===== config.mk =====
export PLATFORM = sky130hd
export DESIGN_NAME = es_descriptor_chain_parser_core_flat
export DESIGN_NICKNAME = d
export VERILOG_FILES = /design/src/hdl/edcp_pkg.sv /design/src/hdl/edcp_ifs.sv /design/src/hdl/edcp_in_stage.sv /design/src/hdl/edcp_parser.sv /design/src/hdl/edcp_out_stage.sv /design/src/hdl/es_descriptor_chain_parser_core.sv /design/src/flat_wrapper.sv
export SDC_FILE = /design/constraint.sdc
export NUM_CORES = 1
export LEC_CHECK = 0
export BUFFER_PORTS_ARGS = -buffer_cell sky130_fd_sc_hd__buf_2
export CAP_MARGIN = 20
export CORE_MARGIN = 2
export CORE_UTILIZATION = 25
export CTS_BUF_LIST = sky130_fd_sc_hd__clkbuf_8
export CTS_CLUSTER_SIZE = 16
export DETAILED_ROUTE_END_ITERATION = 6
export GPL_ROUTABILITY_DRIVEN = 0
export PLACE_DENSITY = 0.39
export SETUP_SLACK_MARGIN = 0.5
export SLEW_MARGIN = 20
export SYNTH_ARGS = -nofsm -noshare
export SYNTH_HDL_FRONTEND = slang
export SYNTH_SLANG_ARGS = --single-unit

===== constraint.sdc =====
create_clock -name clock -period 9 [get_ports clock]
set_input_delay 0.9 -clock clock [delete_from_list [all_inputs] [get_ports clock]]
set_output_delay 0.9 -clock clock [all_outputs]
set_load 0.01 [all_outputs]

===== src/hdl/edcp_pkg.sv =====
// ----------------------------------------------------------------------------
// edcp_pkg: shared types and constants of the descriptor chain parser
// Parse phases, result kinds, descriptor tags and the result record.
// ----------------------------------------------------------------------------
package edcp_pkg;

   localparam int unsigned BodyLenWidth = 24;
   localparam int unsigned DescLenWidth = 28;

   typedef enum logic [3:0] {
      PH_TAG       = 4'd0,
      PH_LEN       = 4'd1,
      PH_DROP      = 4'd2,
      PH_ES_ID     = 4'd3,
      PH_ES_FLAGS  = 4'd4,
      PH_ES_DEP    = 4'd5,
      PH_ES_URLLEN = 4'd6,
      PH_ES_URL    = 4'd7,
      PH_ES_OCR    = 4'd8,
      PH_DEC       = 4'd9,
      PH_PAYLOAD   = 4'd10
   } phase_type;

   typedef enum logic [2:0] {
      KIND_HEADER  = 3'd0,
      KIND_ES      = 3'd1,
      KIND_DEC     = 3'd2,
      KIND_PAYLOAD = 3'd3,
      KIND_UNKNOWN = 3'd4,
      KIND_OVERRUN = 3'd5,
      KIND_END     = 3'd6
   } kind_type;

   // how far the optional parts of an ES descriptor have gone
   typedef enum logic [1:0] {
      ES_STAGE_FLAGS = 2'd0,
      ES_STAGE_DEP   = 2'd1,
      ES_STAGE_URL   = 2'd2,
      ES_STAGE_OCR   = 2'd3
   } es_stage_type;

   localparam logic [7:0] TAG_OD  = 8'd1;
   localparam logic [7:0] TAG_IOD = 8'd2;
   localparam logic [7:0] TAG_ES  = 8'd3;
   localparam logic [7:0] TAG_DEC = 8'd4;
   localparam logic [7:0] TAG_SL  = 8'd6;

   localparam logic [7:0] ES_FLAG_DEP = 8'h80;
   localparam logic [7:0] ES_FLAG_URL = 8'h40;
   localparam logic [7:0] ES_FLAG_OCR = 8'h20;

   localparam logic [7:0] LEN_GROUP_MASK = 8'h7f;
   localparam logic [1:0] LEN_MAX_MORE   = 2'd3;

   localparam logic [7:0] OD_DROP_SKIP  = 8'd2;
   localparam logic [7:0] IOD_SKIP      = 8'd7;
   localparam logic [7:0] ES_DEP_SKIP   = 8'd2;
   localparam logic [7:0] ES_OCR_SKIP   = 8'd2;
   localparam logic [3:0] ES_ID_BYTES   = 4'd2;
   localparam logic [3:0] DEC_LAST_IDX  = 4'd12;
   localparam logic [3:0] DEC_HI_FIRST  = 4'd5;

   typedef struct packed {
      logic [7:0] data_in;
      logic       first;
   } req_item_type;

   typedef struct packed {
      kind_type                  kind;
      logic [7:0]                tag;
      logic [DescLenWidth-1:0]   desc_length;
      logic [15:0]               es_id;
      logic [7:0]                es_flags;
      logic [7:0]                object_type;
      logic [7:0]                stream_type;
      logic [23:0]               buffer_size;
      logic [31:0]               max_bitrate;
      logic [31:0]               avg_bitrate;
      logic [7:0]                payload_byte;
      logic                      body_end;
   } rsp_fields_type;

   // next phase after a part of an ES descriptor, from the flags byte
   function automatic phase_type es_after(es_stage_type stage, logic [7:0] fl);
      phase_type ph;
      if (stage < ES_STAGE_DEP && (fl & ES_FLAG_DEP) != 8'd0) begin
         ph = PH_ES_DEP;
      end else if (stage < ES_STAGE_URL && (fl & ES_FLAG_URL) != 8'd0) begin
         ph = PH_ES_URLLEN;
      end else if (stage < ES_STAGE_OCR && (fl & ES_FLAG_OCR) != 8'd0) begin
         ph = PH_ES_OCR;
      end else begin
         ph = PH_TAG;
      end
      return ph;
   endfunction

endpackage


===== src/hdl/edcp_ifs.sv =====
// ----------------------------------------------------------------------------
// edcp_ifs: channel interfaces of the descriptor chain parser
// Body byte channel, result channel and body length write channel.
// ----------------------------------------------------------------------------
interface edcp_req_if;
   logic       valid;
   logic       ready;
   logic [7:0] data_in;
   logic       first;

   modport source (output valid, output data_in, output first, input ready);
   modport sink   (input valid, input data_in, input first, output ready);
endinterface

interface edcp_rsp_if;
   logic                                 valid;
   logic                                 ready;
   logic [2:0]                           kind;
   logic [7:0]                           tag;
   logic [edcp_pkg::DescLenWidth-1:0]    desc_length;
   logic [15:0]                          es_id;
   logic [7:0]                           es_flags;
   logic [7:0]                           object_type;
   logic [7:0]                           stream_type;
   logic [23:0]                          buffer_size;
   logic [31:0]                          max_bitrate;
   logic [31:0]                          avg_bitrate;
   logic [7:0]                           payload_byte;
   logic                                 body_end;

   modport source (output valid, output kind, output tag, output desc_length,
                   output es_id, output es_flags, output object_type,
                   output stream_type, output buffer_size, output max_bitrate,
                   output avg_bitrate, output payload_byte, output body_end,
                   input ready);
   modport sink   (input valid, input kind, input tag, input desc_length,
                   input es_id, input es_flags, input object_type,
                   input stream_type, input buffer_size, input max_bitrate,
                   input avg_bitrate, input payload_byte, input body_end,
                   output ready);
endinterface

interface edcp_csr_if;
   logic                                 valid;
   logic                                 ready;
   logic [edcp_pkg::BodyLenWidth-1:0]    body_length;

   modport source (output valid, output body_length, input ready);
   modport sink   (input valid, input body_length, output ready);
endinterface


===== src/hdl/edcp_in_stage.sv =====
// ----------------------------------------------------------------------------
// edcp_in_stage: input register
// Holds one body byte until the parser takes it.
// ----------------------------------------------------------------------------
module edcp_in_stage (
   input  logic                   clock,
   input  logic                   reset,
   edcp_req_if.sink               req,
   input  logic                   advance,
   output logic                   item_valid,
   output edcp_pkg::req_item_type item
);

   logic                   valid_ff;
   logic                   valid_in;
   edcp_pkg::req_item_type item_ff;
   logic                   take;

   assign req.ready = !valid_ff || advance;
   assign take      = req.valid && req.ready;

   always_comb begin
      valid_in = valid_ff;
      if (take) begin
         valid_in = 1'b1;
      end else if (advance) begin
         valid_in = 1'b0;
      end
   end

   always_ff @(posedge clock) begin
      if (reset) begin
         valid_ff <= 1'b0;
      end else begin
         valid_ff <= valid_in;
      end
   end

   always_ff @(posedge clock) begin
      if (take) begin
         item_ff.data_in <= req.data_in;
         item_ff.first   <= req.first;
      end
   end

   assign item_valid = valid_ff;
   assign item       = item_ff;

endmodule


===== src/hdl/edcp_parser.sv =====
// ----------------------------------------------------------------------------
// edcp_parser: descriptor chain state machine
// Steps the parse state by one body byte and forms the result for it.
// ----------------------------------------------------------------------------
module edcp_parser (
   input  logic                                    clock,
   input  logic                                    reset,
   input  logic                                    step,
   input  edcp_pkg::req_item_type                  item,
   input  logic [edcp_pkg::BodyLenWidth-1:0]       body_length,
   output logic                                    res_valid,
   output edcp_pkg::rsp_fields_type                res
);

   localparam int unsigned BW = edcp_pkg::BodyLenWidth;
   localparam int unsigned DW = edcp_pkg::DescLenWidth;

   edcp_pkg::phase_type phase_ff, phase_in, phase_eff;
   logic [BW-1:0]       pos_ff, pos_in, pos_eff;
   logic [7:0]          tag_ff, tag_in, tag_eff;
   logic [DW-1:0]       acc_ff, acc_in, acc_eff;
   logic [1:0]          seen_ff, seen_in, seen_eff;
   logic [DW-1:0]       rem_ff, rem_in, rem_eff;
   logic [3:0]          fidx_ff, fidx_in, fidx_eff;
   logic [7:0]          skip_ff, skip_in, skip_eff;
   logic [39:0]         held0_ff, held0_in, held0_eff;
   logic [63:0]         held1_ff, held1_in, held1_eff;
   logic                stop_ff, stop_in, stop_eff;

   logic [7:0]    b;
   logic          in_body;
   logic          last;
   logic          bad_tag;
   logic          len_more;
   logic [DW-1:0] acc_new;
   logic [DW-1:0] rem_dec;
   logic [7:0]    skip_dec;
   logic [2:0]    dec_need;
   logic          ovr;
   logic [63:0]   held1_dec;
   edcp_pkg::es_stage_type skip_stage;

   // a first byte restarts from the cleared state
   always_comb begin
      if (item.first) begin
         phase_eff = edcp_pkg::PH_TAG;
         pos_eff   = '0;
         tag_eff   = '0;
         acc_eff   = '0;
         seen_eff  = '0;
         rem_eff   = '0;
         fidx_eff  = '0;
         skip_eff  = '0;
         held0_eff = '0;
         held1_eff = '0;
         stop_eff  = 1'b0;
      end else begin
         phase_eff = phase_ff;
         pos_eff   = pos_ff;
         tag_eff   = tag_ff;
         acc_eff   = acc_ff;
         seen_eff  = seen_ff;
         rem_eff   = rem_ff;
         fidx_eff  = fidx_ff;
         skip_eff  = skip_ff;
         held0_eff = held0_ff;
         held1_eff = held1_ff;
         stop_eff  = stop_ff;
      end
   end

   assign b        = item.data_in;
   assign in_body  = pos_eff < body_length;
   assign last     = ({1'b0, pos_eff} + {{BW{1'b0}}, 1'b1}) == {1'b0, body_length};
   assign bad_tag  = (b == 8'd0) || (b > edcp_pkg::TAG_SL);
   assign len_more = b[7] && (seen_eff < edcp_pkg::LEN_MAX_MORE);
   // shift in the low seven bits of the length group
   assign acc_new  = {acc_eff[DW-8:0], b[6:0]};
   assign rem_dec  = (rem_eff != '0) ? rem_eff - {{(DW-1){1'b0}}, 1'b1} : rem_eff;
   assign skip_dec = (skip_eff != 8'd0) ? skip_eff - 8'd1 : skip_eff;
   assign held1_dec = {held1_eff[55:0], b};

   always_comb begin
      case (fidx_eff)
         4'd0, 4'd1: dec_need = 3'd1;
         4'd2:       dec_need = 3'd3;
         4'd5, 4'd9: dec_need = 3'd4;
         default:    dec_need = 3'd0;
      endcase
   end

   always_comb begin
      ovr = 1'b0;
      if (phase_eff == edcp_pkg::PH_ES_ID) begin
         ovr = (fidx_eff == 4'd0) && (rem_eff < DW'(2));
      end else if (phase_eff == edcp_pkg::PH_ES_FLAGS) begin
         ovr = (rem_eff == '0);
      end else if (phase_eff == edcp_pkg::PH_DEC) begin
         ovr = (dec_need != 3'd0) && (rem_eff < DW'(dec_need));
      end
   end

   always_comb begin
      case (phase_eff)
         edcp_pkg::PH_ES_DEP: skip_stage = edcp_pkg::ES_STAGE_DEP;
         edcp_pkg::PH_ES_URL: skip_stage = edcp_pkg::ES_STAGE_URL;
         default:             skip_stage = edcp_pkg::ES_STAGE_OCR;
      endcase
   end

   // next state
   always_comb begin
      phase_in = phase_ff;
      pos_in   = pos_ff;
      tag_in   = tag_ff;
      acc_in   = acc_ff;
      seen_in  = seen_ff;
      rem_in   = rem_ff;
      fidx_in  = fidx_ff;
      skip_in  = skip_ff;
      held0_in = held0_ff;
      held1_in = held1_ff;
      stop_in  = stop_ff;
      if (step) begin
         phase_in = phase_eff;
         pos_in   = pos_eff;
         tag_in   = tag_eff;
         acc_in   = acc_eff;
         seen_in  = seen_eff;
         rem_in   = rem_eff;
         fidx_in  = fidx_eff;
         skip_in  = skip_eff;
         held0_in = held0_eff;
         held1_in = held1_eff;
         stop_in  = stop_eff;
         if (in_body) begin
            pos_in = pos_eff + {{(BW-1){1'b0}}, 1'b1};
            if (!stop_eff) begin
               unique case (phase_eff)
                  edcp_pkg::PH_TAG: begin
                     if (last) begin
                        stop_in = 1'b1;
                     end else begin
                        tag_in = b;
                        if (bad_tag) begin
                           stop_in = 1'b1;
                        end else begin
                           acc_in   = '0;
                           seen_in  = '0;
                           phase_in = edcp_pkg::PH_LEN;
                        end
                     end
                  end
                  edcp_pkg::PH_LEN: begin
                     acc_in = acc_new;
                     if (len_more) begin
                        seen_in = seen_eff + 2'd1;
                     end else begin
                        rem_in   = acc_new;
                        fidx_in  = '0;
                        held0_in = '0;
                        held1_in = '0;
                        case (tag_eff)
                           edcp_pkg::TAG_OD: begin
                              if (acc_new >= DW'(2)) begin
                                 phase_in = edcp_pkg::PH_DROP;
                                 skip_in  = edcp_pkg::OD_DROP_SKIP;
                              end else begin
                                 phase_in = edcp_pkg::PH_TAG;
                              end
                           end
                           edcp_pkg::TAG_IOD: begin
                              phase_in = edcp_pkg::PH_DROP;
                              skip_in  = edcp_pkg::IOD_SKIP;
                           end
                           edcp_pkg::TAG_ES:  phase_in = edcp_pkg::PH_ES_ID;
                           edcp_pkg::TAG_DEC: phase_in = edcp_pkg::PH_DEC;
                           default: begin
                              phase_in = (acc_new == '0) ? edcp_pkg::PH_TAG
                                                         : edcp_pkg::PH_PAYLOAD;
                           end
                        endcase
                     end
                  end
                  edcp_pkg::PH_DROP: begin
                     rem_in  = rem_dec;
                     skip_in = skip_dec;
                     if (skip_dec == 8'd0) begin
                        phase_in = edcp_pkg::PH_TAG;
                     end
                  end
                  edcp_pkg::PH_ES_ID: begin
                     if (ovr) begin
                        stop_in = 1'b1;
                     end else begin
                        rem_in   = rem_dec;
                        held0_in = {24'd0, held0_eff[7:0], b};
                        fidx_in  = fidx_eff + 4'd1;
                        if (fidx_eff + 4'd1 >= edcp_pkg::ES_ID_BYTES) begin
                           phase_in = edcp_pkg::PH_ES_FLAGS;
                        end
                     end
                  end
                  edcp_pkg::PH_ES_FLAGS: begin
                     if (ovr) begin
                        stop_in = 1'b1;
                     end else begin
                        rem_in   = rem_dec;
                        held1_in = {56'd0, b};
                        phase_in = edcp_pkg::es_after(edcp_pkg::ES_STAGE_FLAGS, b);
                        if (phase_in == edcp_pkg::PH_ES_DEP) begin
                           skip_in = edcp_pkg::ES_DEP_SKIP;
                        end else if (phase_in == edcp_pkg::PH_ES_OCR) begin
                           skip_in = edcp_pkg::ES_OCR_SKIP;
                        end
                     end
                  end
                  edcp_pkg::PH_ES_DEP, edcp_pkg::PH_ES_URL, edcp_pkg::PH_ES_OCR: begin
                     rem_in  = rem_dec;
                     skip_in = skip_dec;
                     if (skip_dec == 8'd0) begin
                        phase_in = edcp_pkg::es_after(skip_stage, held1_eff[7:0]);
                        if (phase_in == edcp_pkg::PH_ES_OCR) begin
                           skip_in = edcp_pkg::ES_OCR_SKIP;
                        end
                     end
                  end
                  edcp_pkg::PH_ES_URLLEN: begin
                     rem_in = rem_dec;
                     if (b == 8'd0) begin
                        phase_in = edcp_pkg::es_after(edcp_pkg::ES_STAGE_URL,
                                                      held1_eff[7:0]);
                        if (phase_in == edcp_pkg::PH_ES_OCR) begin
                           skip_in = edcp_pkg::ES_OCR_SKIP;
                        end
                     end else begin
                        skip_in  = b;
                        phase_in = edcp_pkg::PH_ES_URL;
                     end
                  end
                  edcp_pkg::PH_DEC: begin
                     if (ovr) begin
                        stop_in = 1'b1;
                     end else begin
                        rem_in = rem_dec;
                        if (fidx_eff < edcp_pkg::DEC_HI_FIRST) begin
                           held0_in = {held0_eff[31:0], b};
                        end else begin
                           held1_in = held1_dec;
                        end
                        if (fidx_eff < edcp_pkg::DEC_LAST_IDX) begin
                           fidx_in = fidx_eff + 4'd1;
                        end else begin
                           phase_in = edcp_pkg::PH_TAG;
                        end
                     end
                  end
                  edcp_pkg::PH_PAYLOAD: begin
                     rem_in = rem_dec;
                     if (rem_dec == '0) begin
                        phase_in = edcp_pkg::PH_TAG;
                     end
                  end
                  default: phase_in = edcp_pkg::PH_TAG;
               endcase
            end
         end
      end
   end

   // result for the byte in hand
   always_comb begin
      logic got;
      got = 1'b0;
      res = '0;
      res.tag         = tag_eff;
      res.desc_length = acc_eff;
      if (in_body && !stop_eff) begin
         unique case (phase_eff)
            edcp_pkg::PH_TAG: begin
               if (!last && bad_tag) begin
                  got             = 1'b1;
                  res.kind        = edcp_pkg::KIND_UNKNOWN;
                  res.tag         = b;
                  res.desc_length = '0;
               end
            end
            edcp_pkg::PH_LEN: begin
               if (!len_more) begin
                  got             = 1'b1;
                  res.kind        = edcp_pkg::KIND_HEADER;
                  res.desc_length = acc_new;
               end
            end
            edcp_pkg::PH_ES_ID: begin
               if (ovr) begin
                  got      = 1'b1;
                  res.kind = edcp_pkg::KIND_OVERRUN;
               end
            end
            edcp_pkg::PH_ES_FLAGS: begin
               got = 1'b1;
               if (ovr) begin
                  res.kind = edcp_pkg::KIND_OVERRUN;
               end else begin
                  res.kind     = edcp_pkg::KIND_ES;
                  res.es_id    = held0_eff[15:0];
                  res.es_flags = b;
               end
            end
            edcp_pkg::PH_DEC: begin
               if (ovr) begin
                  got      = 1'b1;
                  res.kind = edcp_pkg::KIND_OVERRUN;
               end else if (fidx_eff == edcp_pkg::DEC_LAST_IDX) begin
                  got             = 1'b1;
                  res.kind        = edcp_pkg::KIND_DEC;
                  res.object_type = held0_eff[39:32];
                  res.stream_type = held0_eff[31:24];
                  res.buffer_size = held0_eff[23:0];
                  res.max_bitrate = held1_dec[63:32];
                  res.avg_bitrate = held1_dec[31:0];
               end
            end
            edcp_pkg::PH_PAYLOAD: begin
               got              = 1'b1;
               res.kind         = edcp_pkg::KIND_PAYLOAD;
               res.payload_byte = b;
            end
            default: got = 1'b0;
         endcase
      end
      if (!got) begin
         res      = '0;
         res.kind = edcp_pkg::KIND_END;
      end
      res.body_end = last;
      res_valid    = in_body && (got || last);
   end

   always_ff @(posedge clock) begin
      if (reset) begin
         phase_ff <= edcp_pkg::PH_TAG;
         pos_ff   <= '0;
         tag_ff   <= '0;
         acc_ff   <= '0;
         seen_ff  <= '0;
         rem_ff   <= '0;
         fidx_ff  <= '0;
         skip_ff  <= '0;
         held0_ff <= '0;
         held1_ff <= '0;
         stop_ff  <= 1'b0;
      end else begin
         phase_ff <= phase_in;
         pos_ff   <= pos_in;
         tag_ff   <= tag_in;
         acc_ff   <= acc_in;
         seen_ff  <= seen_in;
         rem_ff   <= rem_in;
         fidx_ff  <= fidx_in;
         skip_ff  <= skip_in;
         held0_ff <= held0_in;
         held1_ff <= held1_in;
         stop_ff  <= stop_in;
      end
   end

`ifndef SYNTH
   a_fidx_range: assert property (@(posedge clock) disable iff (reset)
      fidx_ff <= edcp_pkg::DEC_LAST_IDX)
      else $error("field index past last decoder config byte");

   a_stopped_end_only: assert property (@(posedge clock) disable iff (reset)
      step && res_valid && stop_eff |-> res.kind == edcp_pkg::KIND_END)
      else $error("stopped chain gave a result other than end only");

   a_end_only_last: assert property (@(posedge clock) disable iff (reset)
      step && res_valid && res.kind == edcp_pkg::KIND_END |-> res.body_end)
      else $error("end-only result on a byte that is not the last");

   a_pos_hold_beyond: assert property (@(posedge clock) disable iff (reset)
      step && !item.first && pos_ff >= body_length |=> $stable(pos_ff))
      else $error("body position moved past the body end");
`endif

endmodule


===== src/hdl/edcp_out_stage.sv =====
// ----------------------------------------------------------------------------
// edcp_out_stage: result register
// Holds one result until the downstream side takes it.
// ----------------------------------------------------------------------------
module edcp_out_stage (
   input  logic                      clock,
   input  logic                      reset,
   input  logic                      load,
   input  logic                      res_valid,
   input  edcp_pkg::rsp_fields_type  res,
   output logic                      can_load,
   edcp_rsp_if.source                rsp
);

   logic                     valid_ff;
   logic                     valid_in;
   edcp_pkg::rsp_fields_type res_ff;

   assign can_load = !valid_ff || rsp.ready;

   always_comb begin
      valid_in = valid_ff;
      if (load) begin
         valid_in = res_valid;
      end else if (rsp.ready) begin
         valid_in = 1'b0;
      end
   end

   always_ff @(posedge clock) begin
      if (reset) begin
         valid_ff <= 1'b0;
      end else begin
         valid_ff <= valid_in;
      end
   end

   always_ff @(posedge clock) begin
      if (load && res_valid) begin
         res_ff <= res;
      end
   end

   assign rsp.valid        = valid_ff;
   assign rsp.kind         = res_ff.kind;
   assign rsp.tag          = res_ff.tag;
   assign rsp.desc_length  = res_ff.desc_length;
   assign rsp.es_id        = res_ff.es_id;
   assign rsp.es_flags     = res_ff.es_flags;
   assign rsp.object_type  = res_ff.object_type;
   assign rsp.stream_type  = res_ff.stream_type;
   assign rsp.buffer_size  = res_ff.buffer_size;
   assign rsp.max_bitrate  = res_ff.max_bitrate;
   assign rsp.avg_bitrate  = res_ff.avg_bitrate;
   assign rsp.payload_byte = res_ff.payload_byte;
   assign rsp.body_end     = res_ff.body_end;

endmodule


===== src/hdl/es_descriptor_chain_parser_core.sv =====
// ----------------------------------------------------------------------------
// es_descriptor_chain_parser_core: ES descriptor chain parser
// Walks the descriptor chain of a box body one byte per transfer and reports
// headers, ES fields, decoder config, payload bytes, chain errors and body ends.
// ----------------------------------------------------------------------------
//
//   channel    direction  transfer carries
//   ---------  ---------  -----------------------------------------------
//   req_chan   in         one body byte (data_in) and restart mark (first)
//   rsp_chan   out        one result record: kind, tag, lengths, fields
//   csr_chan   in         body_length write, always ready
//
// One byte per cycle sustained while rsp_chan does not stall; a result passes
// through the input register, then the result register.
// The parse step is one pass of the phase state machine between the two.
// Reset (synchronous) clears the parse and body_length to zero.
// A stall on rsp_chan fills the result register, then the input register,
// then drops req_chan.ready; bytes that give no result still wait their turn.
// ----------------------------------------------------------------------------
module es_descriptor_chain_parser_core (
   input  logic        clock,
   input  logic        reset,
   edcp_req_if.sink    req_chan,
   edcp_rsp_if.source  rsp_chan,
   edcp_csr_if.sink    csr_chan
);

   logic [edcp_pkg::BodyLenWidth-1:0] body_length_ff;
   logic [edcp_pkg::BodyLenWidth-1:0] body_length_in;

   logic                     item_valid;
   edcp_pkg::req_item_type   item;
   logic                     can_load;
   logic                     step;
   logic                     res_valid;
   edcp_pkg::rsp_fields_type res;

   // body length register: user writes only while the block is idle; unchecked
   assign csr_chan.ready = 1'b1;
   assign body_length_in = (csr_chan.valid) ? csr_chan.body_length : body_length_ff;

   always_ff @(posedge clock) begin
      if (reset) begin
         body_length_ff <= '0;
      end else begin
         body_length_ff <= body_length_in;
      end
   end

   // a held byte is parsed once its result (if any) has somewhere to go
   assign step = item_valid && can_load;

   edcp_in_stage u_in_stage (
      .clock      (clock),
      .reset      (reset),
      .req        (req_chan),
      .advance    (step),
      .item_valid (item_valid),
      .item       (item)
   );

   edcp_parser u_parser (
      .clock       (clock),
      .reset       (reset),
      .step        (step),
      .item        (item),
      .body_length (body_length_ff),
      .res_valid   (res_valid),
      .res         (res)
   );

   edcp_out_stage u_out_stage (
      .clock     (clock),
      .reset     (reset),
      .load      (step),
      .res_valid (res_valid),
      .res       (res),
      .can_load  (can_load),
      .rsp       (rsp_chan)
   );

`ifndef SYNTH
   a_unknown_no_len: assert property (@(posedge clock) disable iff (reset)
      rsp_chan.valid && rsp_chan.kind == edcp_pkg::KIND_UNKNOWN
      |-> rsp_chan.desc_length == '0)
      else $error("unknown tag result carries a length");

   a_end_only_clean: assert property (@(posedge clock) disable iff (reset)
      rsp_chan.valid && rsp_chan.kind == edcp_pkg::KIND_END
      |-> rsp_chan.body_end && rsp_chan.tag == 8'd0)
      else $error("end-only result not clean");

   a_no_step_stalled: assert property (@(posedge clock) disable iff (reset)
      rsp_chan.valid && !rsp_chan.ready |-> !step)
      else $error("parser stepped while result register was stalled");
`endif

endmodule


===== src/flat_wrapper.sv =====
// flat-port wrapper written by rule: the top's interface ports become plain ports
module es_descriptor_chain_parser_core_flat 
  (clock, reset, req_chan_valid, req_chan_data_in, req_chan_first, req_chan_ready, rsp_chan_valid, rsp_chan_kind, rsp_chan_tag, rsp_chan_desc_length, rsp_chan_es_id, rsp_chan_es_flags, rsp_chan_object_type, rsp_chan_stream_type, rsp_chan_buffer_size, rsp_chan_max_bitrate, rsp_chan_avg_bitrate, rsp_chan_payload_byte, rsp_chan_body_end, rsp_chan_ready, csr_chan_valid, csr_chan_body_length, csr_chan_ready);
  edcp_req_if req_chan_i ();
  edcp_rsp_if rsp_chan_i ();
  edcp_csr_if csr_chan_i ();
  input  logic clock;
  input  logic reset;
  input wire logic [$bits(req_chan_i.valid)-1:0] req_chan_valid;
  input wire logic [$bits(req_chan_i.data_in)-1:0] req_chan_data_in;
  input wire logic [$bits(req_chan_i.first)-1:0] req_chan_first;
  output wire logic [$bits(req_chan_i.ready)-1:0] req_chan_ready;
  output wire logic [$bits(rsp_chan_i.valid)-1:0] rsp_chan_valid;
  output wire logic [$bits(rsp_chan_i.kind)-1:0] rsp_chan_kind;
  output wire logic [$bits(rsp_chan_i.tag)-1:0] rsp_chan_tag;
  output wire logic [$bits(rsp_chan_i.desc_length)-1:0] rsp_chan_desc_length;
  output wire logic [$bits(rsp_chan_i.es_id)-1:0] rsp_chan_es_id;
  output wire logic [$bits(rsp_chan_i.es_flags)-1:0] rsp_chan_es_flags;
  output wire logic [$bits(rsp_chan_i.object_type)-1:0] rsp_chan_object_type;
  output wire logic [$bits(rsp_chan_i.stream_type)-1:0] rsp_chan_stream_type;
  output wire logic [$bits(rsp_chan_i.buffer_size)-1:0] rsp_chan_buffer_size;
  output wire logic [$bits(rsp_chan_i.max_bitrate)-1:0] rsp_chan_max_bitrate;
  output wire logic [$bits(rsp_chan_i.avg_bitrate)-1:0] rsp_chan_avg_bitrate;
  output wire logic [$bits(rsp_chan_i.payload_byte)-1:0] rsp_chan_payload_byte;
  output wire logic [$bits(rsp_chan_i.body_end)-1:0] rsp_chan_body_end;
  input wire logic [$bits(rsp_chan_i.ready)-1:0] rsp_chan_ready;
  input wire logic [$bits(csr_chan_i.valid)-1:0] csr_chan_valid;
  input wire logic [$bits(csr_chan_i.body_length)-1:0] csr_chan_body_length;
  output wire logic [$bits(csr_chan_i.ready)-1:0] csr_chan_ready;
  assign req_chan_i.valid = req_chan_valid;
  assign req_chan_i.data_in = req_chan_data_in;
  assign req_chan_i.first = req_chan_first;
  assign req_chan_ready = req_chan_i.ready;
  assign rsp_chan_valid = rsp_chan_i.valid;
  assign rsp_chan_kind = rsp_chan_i.kind;
  assign rsp_chan_tag = rsp_chan_i.tag;
  assign rsp_chan_desc_length = rsp_chan_i.desc_length;
  assign rsp_chan_es_id = rsp_chan_i.es_id;
  assign rsp_chan_es_flags = rsp_chan_i.es_flags;
  assign rsp_chan_object_type = rsp_chan_i.object_type;
  assign rsp_chan_stream_type = rsp_chan_i.stream_type;
  assign rsp_chan_buffer_size = rsp_chan_i.buffer_size;
  assign rsp_chan_max_bitrate = rsp_chan_i.max_bitrate;
  assign rsp_chan_avg_bitrate = rsp_chan_i.avg_bitrate;
  assign rsp_chan_payload_byte = rsp_chan_i.payload_byte;
  assign rsp_chan_body_end = rsp_chan_i.body_end;
  assign rsp_chan_i.ready = rsp_chan_ready;
  assign csr_chan_i.valid = csr_chan_valid;
  assign csr_chan_i.body_length = csr_chan_body_length;
  assign csr_chan_ready = csr_chan_i.ready;
  es_descriptor_chain_parser_core u_core (.clock(clock), .reset(reset), .req_chan(req_chan_i), .rsp_chan(rsp_chan_i), .csr_chan(csr_chan_i));
endmodule

# Word level (Yosys, flattened, before mapping)
# Index checks and enable logic that the tools add are counted.
[totals]
register_bits = 422
latch_bits = 0
ram_bits = 0
romBits = 0
inputBits = 38
out_inout_bits = 179
elab_cells = 263
n_memories = 0
[op_classes]
n_addsub = 6
mul = 0
div = 0
magnitude_cmp = 12
eq_ne = 24
shifts = 0
n_mux = 145
bitwise_logic = 5
n_reduce_logical = 42
[ops]
columns = ["operator", "n"]
rows = [
  ["2-to-1 mux 64 bit", 7],
  ["2-to-1 mux 28 bit", 12],
  ["2-to-1 mux 104 bit", 3],
  ["2-to-1 mux 40 bit", 7],
  ["case mux 64 bit (3 select lines)", 1],
  ["2-to-1 mux 4 bit", 45],
  ["2-to-1 mux 175 bit", 1],
  ["2-to-1 mux 8 bit", 20],
  ["case mux 40 bit (3 select lines)", 1],
  ["case mux 28 bit (2 select lines)", 2],
  ["2-to-1 mux 24 bit", 4],
  ["zero test 28 bit", 3],
  ["case mux 28 bit (3 select lines)", 1],
  ["case mux 8 bit (5 select lines)", 1],
  ["2-to-1 mux 39 bit", 1],
  ["case mux 4 bit (9 select lines)", 1],
  ["== test 4 bit (second input constant)", 8],
  [">= comparator 28 x 2 -> 1 bit (second input constant)", 1],
  ["< comparator 28 x 2 -> 1 bit (second input constant)", 1],
  ["< comparator 28 x 3 -> 1 bit", 1],
  ["nonzero test 28 bit", 1],
  ["subtractor 28 x 1 -> 28 bit (second input constant)", 1],
  ["adder 24 x 1 -> 25 bit (second input constant)", 1],
  ["== test 25 x 24 -> 1 bit", 1],
  ["44 further kinds", 109],
]

# Logic depth before layout (Yosys ltp)
# Gate-level depths: netlist (run 1).
[logic_depth]
word_depth = 21
depth_mapped = 24
depth_no_buf = 13

# Hierarchy
# A second synthesis (run 1) with hierarchy kept.
[hier_totals]
cells_unflattened = 2293
area_unflattened_um2 = 21399.3
[by_module_without_submodules]
columns = ["mod", "instances", "cells_per_inst", "area_each_um2"]
rows = [
  ["edcp_parser", 1, 2018, 14841.7],
  ["edcp_out_stage", 1, 181, 5345.1],
  ["es_descriptor_chain_parser_core", 1, 80, 887.1],
  ["edcp_in_stage", 1, 14, 325.3],
]

# Worst setup path before layout (run 1)
# OpenSTA, ideal clock, no wires.
[synth_path]
path_type = "reg2reg"
from = "register u_core.u_in_stage.item_ff, in the netlist u_core.u_in_stage.item[0]"
to = "register u_core.u_out_stage.res_ff, in the netlist u_core.u_out_stage.rsp.avg_bitrate[0] (enable)"
arrival_time_ns = 8.409
setup_slack_ns = 0.063
stages_incl_launch_ff = 23
path_buffers = 9
synth_period_minus_slack_ns = 8.937
path_cell_list = "edfxtp_1 -> clkbuf_1 -> inv_1 -> clkbuf_1 -> clkbuf_1 -> buf_1 -> buf_1 -> clkbuf_1 -> clkbuf_1 -> nand2_1 -> inv_1 -> ha_1 -> and4_1 -> clkbuf_1 -> and4_1 -> buf_2 -> nand2_1 -> a311oi_1 -> o2111ai_1 -> or4b_4 -> nor2_8 -> o21ai_1 -> inv_1"
[synth_between]
elab_cells_between_ends = 50
cone_classes = "1 x add/sub; 4 x order compare; 11 x eq/ne; 17 x mux; 17 x reduce/logical"
[synth_lines]
columns = ["item", "line_no", "rtl"]
rows = [
  ["from (decl)", "edcp_in_stage.sv:16", "edcp_pkg::req_item_type item_ff;"],
  ["2-to-1 mux 24 bit *", "edcp_parser.sv:45", "if (item.first) begin"],
  ["adder 24 x 1 -> 25 bit *", "edcp_parser.sv:74", "assign last = ({1'b0, pos_eff} + {{BW{1'b0}}, 1'b1}) == {1'b0, body_length};"],
  ["== test 25 x 24 -> 1 bit *", "edcp_parser.sv:74", ""],
  ["named net u_core.u_parser.last", "edcp_parser.sv:32", "logic last;"],
  ["zero test 1 bit", "edcp_parser.sv:281", "if (!last && bad_tag) begin"],
  ["logical AND 1 bit", "edcp_parser.sv:281", ""],
  ["2-to-1 mux 1 bit", "edcp_parser.sv:281", ""],
  ["case mux 1 bit (5 select lines)", "edcp_parser.sv:279", "unique case (phase_eff)"],
  ["2-to-1 mux 1 bit", "edcp_parser.sv:278", "if (in_body && !stop_eff) begin"],
  ["logical OR 1 bit *", "edcp_parser.sv:338", "res_valid = in_body && (got || last);"],
  ["logical AND 1 bit *", "edcp_parser.sv:338", ""],
  ["logical AND 1 bit *", "edcp_out_stage.sv:39", "if (load && res_valid) begin"],
  ["to (signal assigned)", "edcp_out_stage.sv:40", "res_ff <= res;"],
  ["to (decl)", "edcp_out_stage.sv:17", "edcp_pkg::rsp_fields_type res_ff;"],
]
# The timed path passes the listed nets; every way through them passes the cells marked *.
# A chain may end at the register's enable or synchronous reset.

# Worst setup path in the final report (run 1)
[layout_path]
from = "register u_core.u_in_stage.item_ff, in the netlist u_core.u_in_stage.item[0]"
to = "register u_core.u_out_stage.res_ff, in the netlist u_core.u_out_stage.rsp.avg_bitrate[28] (enable)"
[layout_between]
elab_chain_len = 15
elab_cells_between_ends = 50
cone_classes = "1 x add/sub; 4 x order compare; 11 x eq/ne; 17 x mux; 17 x reduce/logical"
[layout_lines]
columns = ["item", "line_no", "rtl"]
rows = [
  ["2-to-1 mux 4 bit", "edcp_parser.sv:45", ""],
  ["== test 4 x 3 -> 1 bit, or another cell as far along", "edcp_parser.sv:84", "case (fidx_eff)"],
  ["OR reduction 2 bit", "edcp_parser.sv:84", ""],
  ["case mux 3 bit (3 select lines)", "edcp_parser.sv:84", ""],
  ["< comparator 28 x 3 -> 1 bit or nonzero test 3 bit (tied branches)", "edcp_parser.sv:99", "ovr = (dec_need != 3'd0) && (rem_eff < DW'(dec_need));"],
  ["logical AND 1 bit", "edcp_parser.sv:99", ""],
  ["2-to-1 mux 1 bit", "edcp_parser.sv:98", "end else if (phase_eff == edcp_pkg::PH_DEC) begin"],
  ["2-to-1 mux 1 bit", "edcp_parser.sv:96", "end else if (phase_eff == edcp_pkg::PH_ES_FLAGS) begin"],
  ["2-to-1 mux 1 bit", "edcp_parser.sv:94", "if (phase_eff == edcp_pkg::PH_ES_ID) begin"],
  ["2-to-1 mux 1 bit, on equally long branches", "edcp_parser.sv:312, edcp_parser.sv:296", ""],
  ["case mux 1 bit (5 select lines)", "edcp_parser.sv:279", ""],
  ["2-to-1 mux 1 bit", "edcp_parser.sv:278", ""],
  ["logical OR 1 bit", "edcp_parser.sv:338", ""],
  ["logical AND 1 bit *", "edcp_parser.sv:338", ""],
  ["logical AND 1 bit *", "edcp_out_stage.sv:39", ""],
]
# Mark *: on every way between the ends. The rest lies on a longest branch, timed or not.

==> impl_metrics.toml, run 1 <==
[setup_path]
critPathSlowestCell = "edfxtp_1"
crit_type = "reg -> reg"
worst_ep_required_time_ns = 9.20
path_cells = "buf_4 -> buf_4 -> nor2b_1 -> ha_1 -> nand2b_1 -> buf_4 -> nand2_1 -> nand3_1 -> o21a_1 -> o21ai_1 -> clkinvlp_4 -> buf_12"
cp.arrival_ns = 6.64
end_kind = "register"
critPathLaunchType = "register"
critPathMaxFanout = 162
cp_slowest_stage_delay_ns = 0.75
crit_top_cell = "buf_4"

[sta]
setup_ws_ns = 2.55
grt_setup_unrepaired = "no"
tightest_slew_ns = 1.10
min_period_ns = 6.45
final-setup-viol-count = 0
fmax_ghz = 0.155
slew_headroom_pct = 26.5
fin_worst_skew_ns = 0.0487
tns_ns = 0
maxSlewViolCount = 0
period_share_pct = 71.6
final_hold_viol_count = 0
holdWs_ns = 0.408

[place]
io_buffer_count = 215
placed_cell_area_sq_um = 23700
dp.cells = 3581
dpl_worst_slack_ns = 2.86
hpwl_um = 58600

[floorplanning]
dieWidth_um = 296
initial_core_util_pct = 25.2
rows = 107
dieArea_sq_um = 87800
core_sq_um = 84900
io_pins = 217
die_height_um = 296

[drt]
top_layer_used = "met4"
drt-met1-wl_um = 36000
wl_met2_um = 39900
post-route-drc-count = 0
totalWireLength_um = 83300
firstDrtPassIters = 7
vias_per_cell = 5.23
wl_met3_um = 4530
ant_nets = 0
drt_iter0_drc = 1497
wl_per_cell_um = 22.4
num_vias = 19458

[clock_tree]
clkTransAtPathRegs_ns = 0.06
cts_sinks = 414
hold_buffers = 0
cts_root_buf = "clkbuf_8"
clock_latency_ns = 0.69
cts_buffers = 77
clockBufferDepth = 3
post_cts_buffers = 0
cts_tree = "done"
cts.htree.levels = 3
cts_resized = 0

[logic_synthesis]
synth_nets = 2405
yosysSeqAreaShare_pct = 47.4
ys_ff_latch = 414
synth_top_area_share_pct = 26.0
yosysMostFrequentCell = "nor2_1"
async_flop_share_pct = 0
synthDistinctLibCells = 90
synthTopCellsByArea = "edfxtp_1 (26%), dfxtp_1 (21%), nor2_1 (4.7%)"
synthesis.instances = 2333
avgSynthCellArea_sq_um = 9.16
ys_top_cells_by_count = "nor2_1 (267), dfxtp_1 (229), nand2_1 (218)"
netlist_area_sq_um = 21400
yosysTopAreaCell = "edfxtp_1"
synth_ff_type = "dfxtp_1"
synth-edff-count = 185
yosysWarningCount = 0

[cells_and_area]
areaGrowthSynthToFinish_pct = 17.7
multi_input_area_sq_um = 10400
fin_area_sq_um = 25100
drive_gt1_share_pct = 16.3
post-route-util_pct = 29.6
n_fill_cell = 9072
nNetsFinal = 2588
seqCellArea_sq_um = 10100
final_cell_count_no_fill = 3722

[global_routing]
grt_max_degree = 163
grt_first_pass_wirelength_um = 124000
antenna_found_initial = 2
grt-ovfl-total = 0
grt_pass1_vias = 19072
grt.total_usage_pct = 18.5

[power_and_ir_drop]
power_mw = 4.16
p_leak_nw = 9.10
vdd_drop_max_mv = 0.0911
p_per_area_nw_per_um2 = 166

[job]
cap_violations = 0

[worst_hold_path]
hold_class = "in -> reg"

[status]
status = "finished, final reports clean"
## layer usage
metal / vias up / track usage (%)
li1: 9048 / -
met1: 9611 / 23.8
met2: 644 / 31.1
met3: 155 / 3.04
met4: 0 / 7.19
met5: - / 0
## cells by family after synthesis
group           count (synthesis)  synth area share [%]
other cells                     1                0.0175
fa+ha+maj                      34                  1.99
buf+inv                       221                  4.08
compound gates                674                  21.9
simple gates                  903                  20.7
xor+xnor                       34                  1.39
mux                            52                  2.46
flops                         414                  47.4
## critical path, delay by kind of cell, from the launching register on
kind / cells / cell delay, ns
buffers and inverters: 5 / 2.36
and+or+nand+nor: 4 / 1.39
AOI/OAI and AO/OA: 2 / 0.84
DFF: 1 / 0.75
adders and majority gates: 1 / 0.26
## placed cells by master, fill, tap and decap left out, types with 9 or more instances in the layout
master,n
a211oi_1,17
a21o_1,13
a21oi_1,175
a22o_1,107
a22oi_1,20
a31oi_1,26
a32o_1,22
a32oi_1,12
and2_1,91
and3_1,19
buf_2,214
buf_4,49
clkbuf_8,86
clkinv_2,9
dfxtp_1,229
edfxtp_1,185
ha_1,34
inv_1,90
mux2i_1,47
nand2_1,217
nand2b_1,18
nand3_1,58
nand4_1,24
nor2_1,264
nor2b_1,38
nor3_1,70
nor4_1,28
o211ai_1,22
o21a_1,9
o21ai_0,108
o221ai_1,10
o22ai_1,26
o31ai_1,10
or3_1,17
xnor2_1,29
## state kept, by name (all words and copies together), names as in the netlist, 8 cells and up
register / cells
u_core.body_length_ff: 24
u_core.u_out_stage.rsp.max_bitrate: 32
u_core.u_parser.skip_ff: 8
u_core.u_out_stage.rsp.es_id: 16
u_core.u_out_stage.rsp.object_type: 8
u_core.u_parser.tag_ff: 8
u_core.u_out_stage.rsp.desc_length: 28
u_core.u_parser.held1_ff: 56
u_core.u_parser.held0_ff: 40
u_core.u_out_stage.rsp.tag: 8
u_core.u_in_stage.item: 9
u_core.u_out_stage.rsp.es_flags: 8
u_core.u_out_stage.rsp.payload_byte: 8
u_core.u_out_stage.rsp.avg_bitrate: 32
u_core.u_out_stage.rsp.stream_type: 8
u_core.u_parser.pos_ff: 24
u_core.u_out_stage.rsp.buffer_size: 24
u_core.u_parser.acc_ff: 28
u_core.u_parser.rem_ff: 28
## area by class of cell
cell class	count	area share, %
multi-input cells	1698	41.5
clock inverters	54	1.06
clock buffers	86	4.71
diodes	1	0.00995
flip-flops and latches	414	40.3
well taps	1144	5.69
inverters	61	0.925
repair buffers	264	5.80
## final timing paths
kind,from,end,slack [ns],cells past startpoint
max,u_core.u_in_stage.item[0],u_core.u_out_stage.rsp.avg_bitrate[28],2.55,12
min,req_chan_data_in[5],u_core.u_in_stage.item[6],0.41,1
max reg2reg,u_core.u_in_stage.item[0],u_core.u_out_stage.rsp.avg_bitrate[28],2.55,12
min reg2reg,u_core.u_parser.held0_ff[7],u_core.u_parser.held0_ff[7],0.45,2
## where the power goes
part,internal [mW],leakage [nW],switching (mW)
Sequential,2.03,3.50,0.0348
Combinational,0.0968,4.75,0.254
Clock,0.907,0.855,0.840
Total,3.04,9.10,1.13
Note: power is estimated with default switching activity, not from simulation.
==> run 2, diff against run 1 <==
clock period = 5.7 ns   (was 9 ns; I/O delays follow)
==> run 2 against run 1 <==
  * Critical path depth decreased by 1
  * Global-route usage is 0.81 points higher
  * Power rose by 70%
  * Routed wire length is 4.3% higher
  * Via count rose by 1.5%
  * Sequential share of layout area shrank 1.1 points
  * Fmax grew 35%
  * Sequential cell count is the same
  * Critical endpoint is now u_core.u_out_stage.rsp.desc_length[27]
  * Largest cell class unchanged
  * Highest routed layer is now met5
==> impl_metrics.toml, run 2 (synthesis results as in run 1) <==
[cells_and_area]
largest_reg_flops = 56
layout_common_cells = "nor2_1 (264), dfxtp_1 (229), nand2_1 (218)"
drive_gt1_share_pct = 18.2
reg_top3 = "u_core.u_parser.held1_ff x56, u_core.u_parser.held0_ff x40"
largest-register = "u_core.u_parser.held1_ff"
n_fill_cell = 9058
fin_area_sq_um = 25800
layout_commonest_cell = "nor2_1"
nNetsFinal = 2632
areaGrowthSynthToFinish_pct = 20.9

[sta]
period_share_pct = 83.8
maxSlewViolCount = 0
final_hold_viol_count = 0
final-setup-viol-count = 0
tightest_slew_ns = 1.11
fin_worst_skew_ns = 0.0546
min_period_ns = 4.78
grt_setup_unrepaired = "no"
slew_headroom_pct = 25.7
fmax_ghz = 0.209

[drt]
ant_nets = 0
vias_per_cell = 5.23
num_vias = 19741
post-route-drc-count = 0
drt_iter0_drc = 1848
wl_per_cell_um = 23.0
totalWireLength_um = 86900
firstDrtPassIters = 7

[setup_path]
crit_type = "reg -> reg"
critPathMaxFanout = 25
critPathLaunchType = "register"
worst_ep_required_time_ns = 6.10
cp.arrival_ns = 5.18
end_kind = "register"

[clock_tree]
clockBufferDepth = 3
cts.htree.levels = 3
post_cts_buffers = 0
clock_latency_ns = 0.72
cts_tree = "done"
cts_root_buf = "clkbuf_8"
cts_buffers = 82
cts_sinks = 414
clkTransAtPathRegs_ns = 0.06

[floorplanning]
die_height_um = 296
io_pins = 217
rows = 107
core_sq_um = 84900
dieWidth_um = 296
dieArea_sq_um = 87800
initial_core_util_pct = 25.2

[status]
status = "finished, final reports clean"

[power_and_ir_drop]
p_leak_nw = 9.46
vdd_drop_max_mv = 0.165
p_per_area_nw_per_um2 = 275
power_mw = 7.09

[global_routing]
met1_usage_pct = 26.1
grt_pass1_vias = 19269
use_met3_pct = 2.70
grt.met2_usage_pct = 31.7
grt-ovfl-total = 0
grt.total_usage_pct = 19.3
grt_first_pass_wirelength_um = 129000
grt_max_degree = 177
antenna_found_initial = 3
top_usage_layer = "met2"

[place]
hpwl_um = 60900
placed_cell_area_sq_um = 24000
io_buffer_count = 215

[worst_hold_path]
hold_class = "in -> reg"

[job]
cap_violations = 0
==> run 2: cell count changes in the layout (fill, tap and decap cells not counted), moves of 4 or more <==
| cell | before | now |
|---|---|---|
| clkbuf_8 | 86 | 96 |
| inv_1 | 90 | 82 |
| buf_4 | 49 | 78 |
| dlygate4sd3_1 | 0 | 6 |
| clkinv_2 | 9 | 14 |
| bufinv_16 | 1 | 5 |
==> run 2: final cells by class <==
type | instances | area [sq um] | share of cell area (%)
diodes | 1 | 2.50 | 0.00968
clock buffers | 96 | 1320 | 5.11
clock inverters | 58 | 433 | 1.67
inverters | 61 | 233 | 0.900
multi-input cells | 1698 | 10500 | 40.5
flip-flops and latches | 414 | 10100 | 39.2
well taps | 1144 | 1430 | 5.54
repair buffers | 303 | 1830 | 7.08
==> run 2: stage by stage <==
step,setup TNS [ns],std cells,utilization (%),hold slack [ns],worst slack (ns)
floorplan,-144.10,2333,-,0.430,-0.819
global placement,0,3612,28.3,0.439,0.788
detailed placement,0,3613,28.3,0.449,0.690
CTS,0,3773,30.4,0.0142,0.664
global route,0,3775,30.5,0.0371,0.603
finish,0,3775,30.5,0.0697,0.924
==> run 2: worst max-delay path, stage by stage (launching register included) <==
cell       delay [ns]
edfxtp_1         0.57
buf_12           0.25
buf_4            0.18
nand3b_4         0.19
or4_4            0.56
o31a_1           0.29
nor4b_1          0.34
o2111ai_1        0.22
nor4b_2          0.72
a21boi_2         0.37
o211ai_2         0.64
nor2_1           0.14
==> run 2: worst paths after layout <==
| kind | depth (start not counted) | from | end | slack (ns) |
|---|---|---|---|---|
| setup reg to reg | 11 | u_core.u_in_stage.item[0] | u_core.u_out_stage.rsp.desc_length[27] | 0.92 |
| setup / recovery | 11 | u_core.u_in_stage.item[0] | u_core.u_out_stage.rsp.desc_length[27] | 0.92 |
| hold reg to reg | 2 | u_core.u_parser.held0_ff[7] | u_core.u_parser.held0_ff[7] | 0.46 |
| hold / removal | 1 | req_chan_data_in[5] | u_core.u_in_stage.item[6] | 0.07 |
==> run 2: repair_timing <==
item / in CTS / in global routing
endpoints found under the hold margin: 6 / 0
resized for setup: 0 / 1
endpoints found under the setup margin: 0 / 83
hold buffers: 6 / 0
==> run 2: routing by layer <==
layer / wire length, um / vias up
met5: 10 / -
met4: 2420 / 2
met3: 4770 / 154
met2: 40700 / 704
met1: 39000 / 9727
li1: - / 9154
==> run 2: report_power, final <==
group          total (mW)  switching [mW]  internal, mW
sequential           3.26          0.0563          3.21
clock                3.25            1.46          1.79
combinational       0.585           0.414         0.171
total                7.09            1.93          5.17
==> run 3, diff against run 2 <==
clock period = 4.3 ns   (was 5.7 ns; I/O delays follow)
==> run 3 against run 2 <==
  * Global-route usage rose by 0.84 points
  * Via count rose by 6.8%
  * Power rose by 33%
  * Sequential share of layout area fell by 5.4 points
  * Routed wire length rose by 8.6%
  * Fmax rose by 21%
  * Die area did not move
  * Critical endpoint is now u_core.u_out_stage.rsp.payload_byte[6]
  * Combinational power rose by 97%
  * Largest cell class unchanged
  * First-iteration DRC count fell by 17%
  * Register-to-register slack got worse by 0.58 ns
  * Design area rose by 16%
==> impl_metrics.toml, run 3 (synthesis results as in run 1) <==
[floorplanning]
dieArea_sq_um = 87800
initial_core_util_pct = 25.2
core_sq_um = 84900
io_pins = 217
rows = 107
die_height_um = 296
dieWidth_um = 296

[clock_tree]
cts_root_buf = "clkbuf_8"
cts_sinks = 414
cts_buffers = 78
clkTransAtPathRegs_ns = 0.06
clock_latency_ns = 0.71
cts.htree.levels = 3
clockBufferDepth = 3
cts_tree = "done"

[cells_and_area]
n_fill_cell = 8761
fin_area_sq_um = 30000
areaGrowthSynthToFinish_pct = 40.1
nNetsFinal = 2898
multi_input_area_sq_um = 11500
reg_top3 = "u_core.u_parser.held1_ff x56, u_core.u_parser.held0_ff x40"
layout_common_cells = "dfxtp_1 (229), nor2_1 (226), buf_2 (214)"
drive_gt1_share_pct = 29.6
seqCellArea_sq_um = 10100
largest-register = "u_core.u_parser.held1_ff"
final_cell_count_no_fill = 4036
layout_commonest_cell = "dfxtp_1"
largest_reg_flops = 56

[worst_hold_path]
hold-path-cell-count = 3
hold_class = "in -> reg"

[drt]
totalWireLength_um = 94300
firstDrtPassIters = 5
drt_iter0_drc = 1532
wl_per_cell_um = 23.4
post-route-drc-count = 0
num_vias = 21085
vias_per_cell = 5.22
ant_nets = 0

[place]
placed_cell_area_sq_um = 25100
dp.cells = 3728
io_buffer_count = 215
hpwl_um = 63400
dpl_worst_slack_ns = 0.0267

[status]
status = "finished, final reports clean"

[sta]
fmax_ghz = 0.253
setup_ws_ns = 0.349
min_period_ns = 3.95
period_share_pct = 91.9
fin_worst_skew_ns = 0.0368
grt_setup_unrepaired = "yes"
slew_headroom_pct = 35.3
tns_ns = 0
final_hold_viol_count = 0
final-setup-viol-count = 0
maxSlewViolCount = 0
tightest_slew_ns = 0.962

[setup_path]
critPathSlowestCell = "or4b_4"
worst_ep_required_time_ns = 4.73
path_cells = "buf_6 -> buf_12 -> inv_4 -> nand2_4 -> inv_4 -> ha_4 -> and4_4 -> and4_4 -> nand2_1 -> a22oi_2 -> o2111ai_2 -> or4b_4 -> nor2_8 -> o21ai_4 -> clkinvlp_4 -> buf_6 -> buf_12 -> buf_12 -> clkbuf_16 -> clkbuf_16"
endpoint = "u_core.u_out_stage.rsp.payload_byte[6]"
critical_path.top_delay_family = "simple AND/OR/NAND/NOR gates"
cp_slowest_stage_delay_ns = 0.67
regToRegEndpoint = "u_core.u_out_stage.rsp.payload_byte[6]"
crit_cells = 20
regToRegSetupSlack_ns = 0.35
crit_top_cell = "buf_12"
critPathLaunchType = "register"
end_kind = "register"
rr_worst_depth = 20
critPathMaxFanout = 7
startpoint = "u_core.u_in_stage.item[0]"
r2r-start = "u_core.u_in_stage.item[0]"
cp.arrival_ns = 4.38
crit_type = "reg -> reg"
crit_buf_inv = 10

[job]
cap_violations = 0

[power_and_ir_drop]
p_leak_nw = 11.4
vdd_drop_max_mv = 0.178
p_per_area_nw_per_um2 = 315

[global_routing]
antenna_found_initial = 3
grt.total_usage_pct = 20.2
grt_pass1_vias = 20482
grt_first_pass_wirelength_um = 133000
grt-ovfl-total = 0
grt_max_degree = 53
run 3: layout make-up:
type | instances | area share, %
repair buffers | 570 | 16.9
clock inverters | 56 | 1.23
diodes | 1 | 0.00836
multi-input cells | 1701 | 38.3
well taps | 1144 | 4.78
inverters | 61 | 0.802
clock buffers | 89 | 4.09
flip-flops and latches | 414 | 33.9
run 3: repair_timing:
action	in CTS	in global routing
hold buffers	34	0
buffers inserted	52	39
cloned	14	23
gates resized for setup	113	206
hold endpoints to repair	34	0
pin swaps	36	56
setup endpoints to repair	418	454
run 3: metal layers:
metal  vias up  global-route usage, %  part of all wire, %
met5         -                      0                0.029
met2       728                   33.5                   47
met3       184                   3.08                  6.0
met4         4                   8.19                  3.6
li1       9715                      -                    -
met1     10454                   26.2                   43
run 3: power by group:
part | internal (mW) | leakage [nW] | total (mW) | switching (mW)
registers | 4.25 | 3.50 | 4.32 | 0.0678
logic | 0.475 | 6.98 | 1.15 | 0.672
clock network | 2.11 | 0.884 | 3.96 | 1.86
run 3: worst min path at each step:
stage                           startpoint                      endpoint  slack (ns)
3_3_place_gp   u_core.u_parser.held0_ff[7]   u_core.u_parser.held0_ff[7]        0.44
2_1_floorplan  u_core.u_parser.held0_ff[7]   u_core.u_parser.held0_ff[7]        0.43
4_1_cts                     rsp_chan_ready  u_core.u_in_stage.item_valid        0.08
6_report                    rsp_chan_ready  u_core.u_in_stage.item_valid        0.14
3_5_place_dp   u_core.u_parser.held0_ff[7]   u_core.u_parser.held0_ff[7]        0.44
5_1_grt                     rsp_chan_ready  u_core.u_in_stage.item_valid        0.14
run 3: worst reg2reg max path, cell delays in order (launching register included):
cell        delay, ns
edfxtp_1         0.42
buf_6            0.16
buf_12           0.14
inv_4            0.07
nand2_4          0.06
inv_4            0.06
ha_4             0.15
and4_4           0.25
and4_4           0.28
nand2_1          0.08
a22oi_2          0.22
o2111ai_2        0.19
or4b_4           0.67
nor2_8           0.13
o21ai_4          0.08
clkinvlp_4       0.09
buf_6            0.10
buf_12           0.11
buf_12           0.11
clkbuf_16        0.17
clkbuf_16        0.15
run 3: per-stage QoR:
stage / utilization (%) / power (mW) / hold slack [ns]
3_5_place_dp: 29.5 / 5.23 / 0.444
2_1_floorplan: - / 4.82 / 0.430
6_report: 35.3 / 9.42 / 0.138
3_3_place_gp: 29.5 / 5.22 / 0.439
4_1_cts: 33.4 / 9.44 / 0.0787
5_1_grt: 35.3 / 9.80 / 0.139
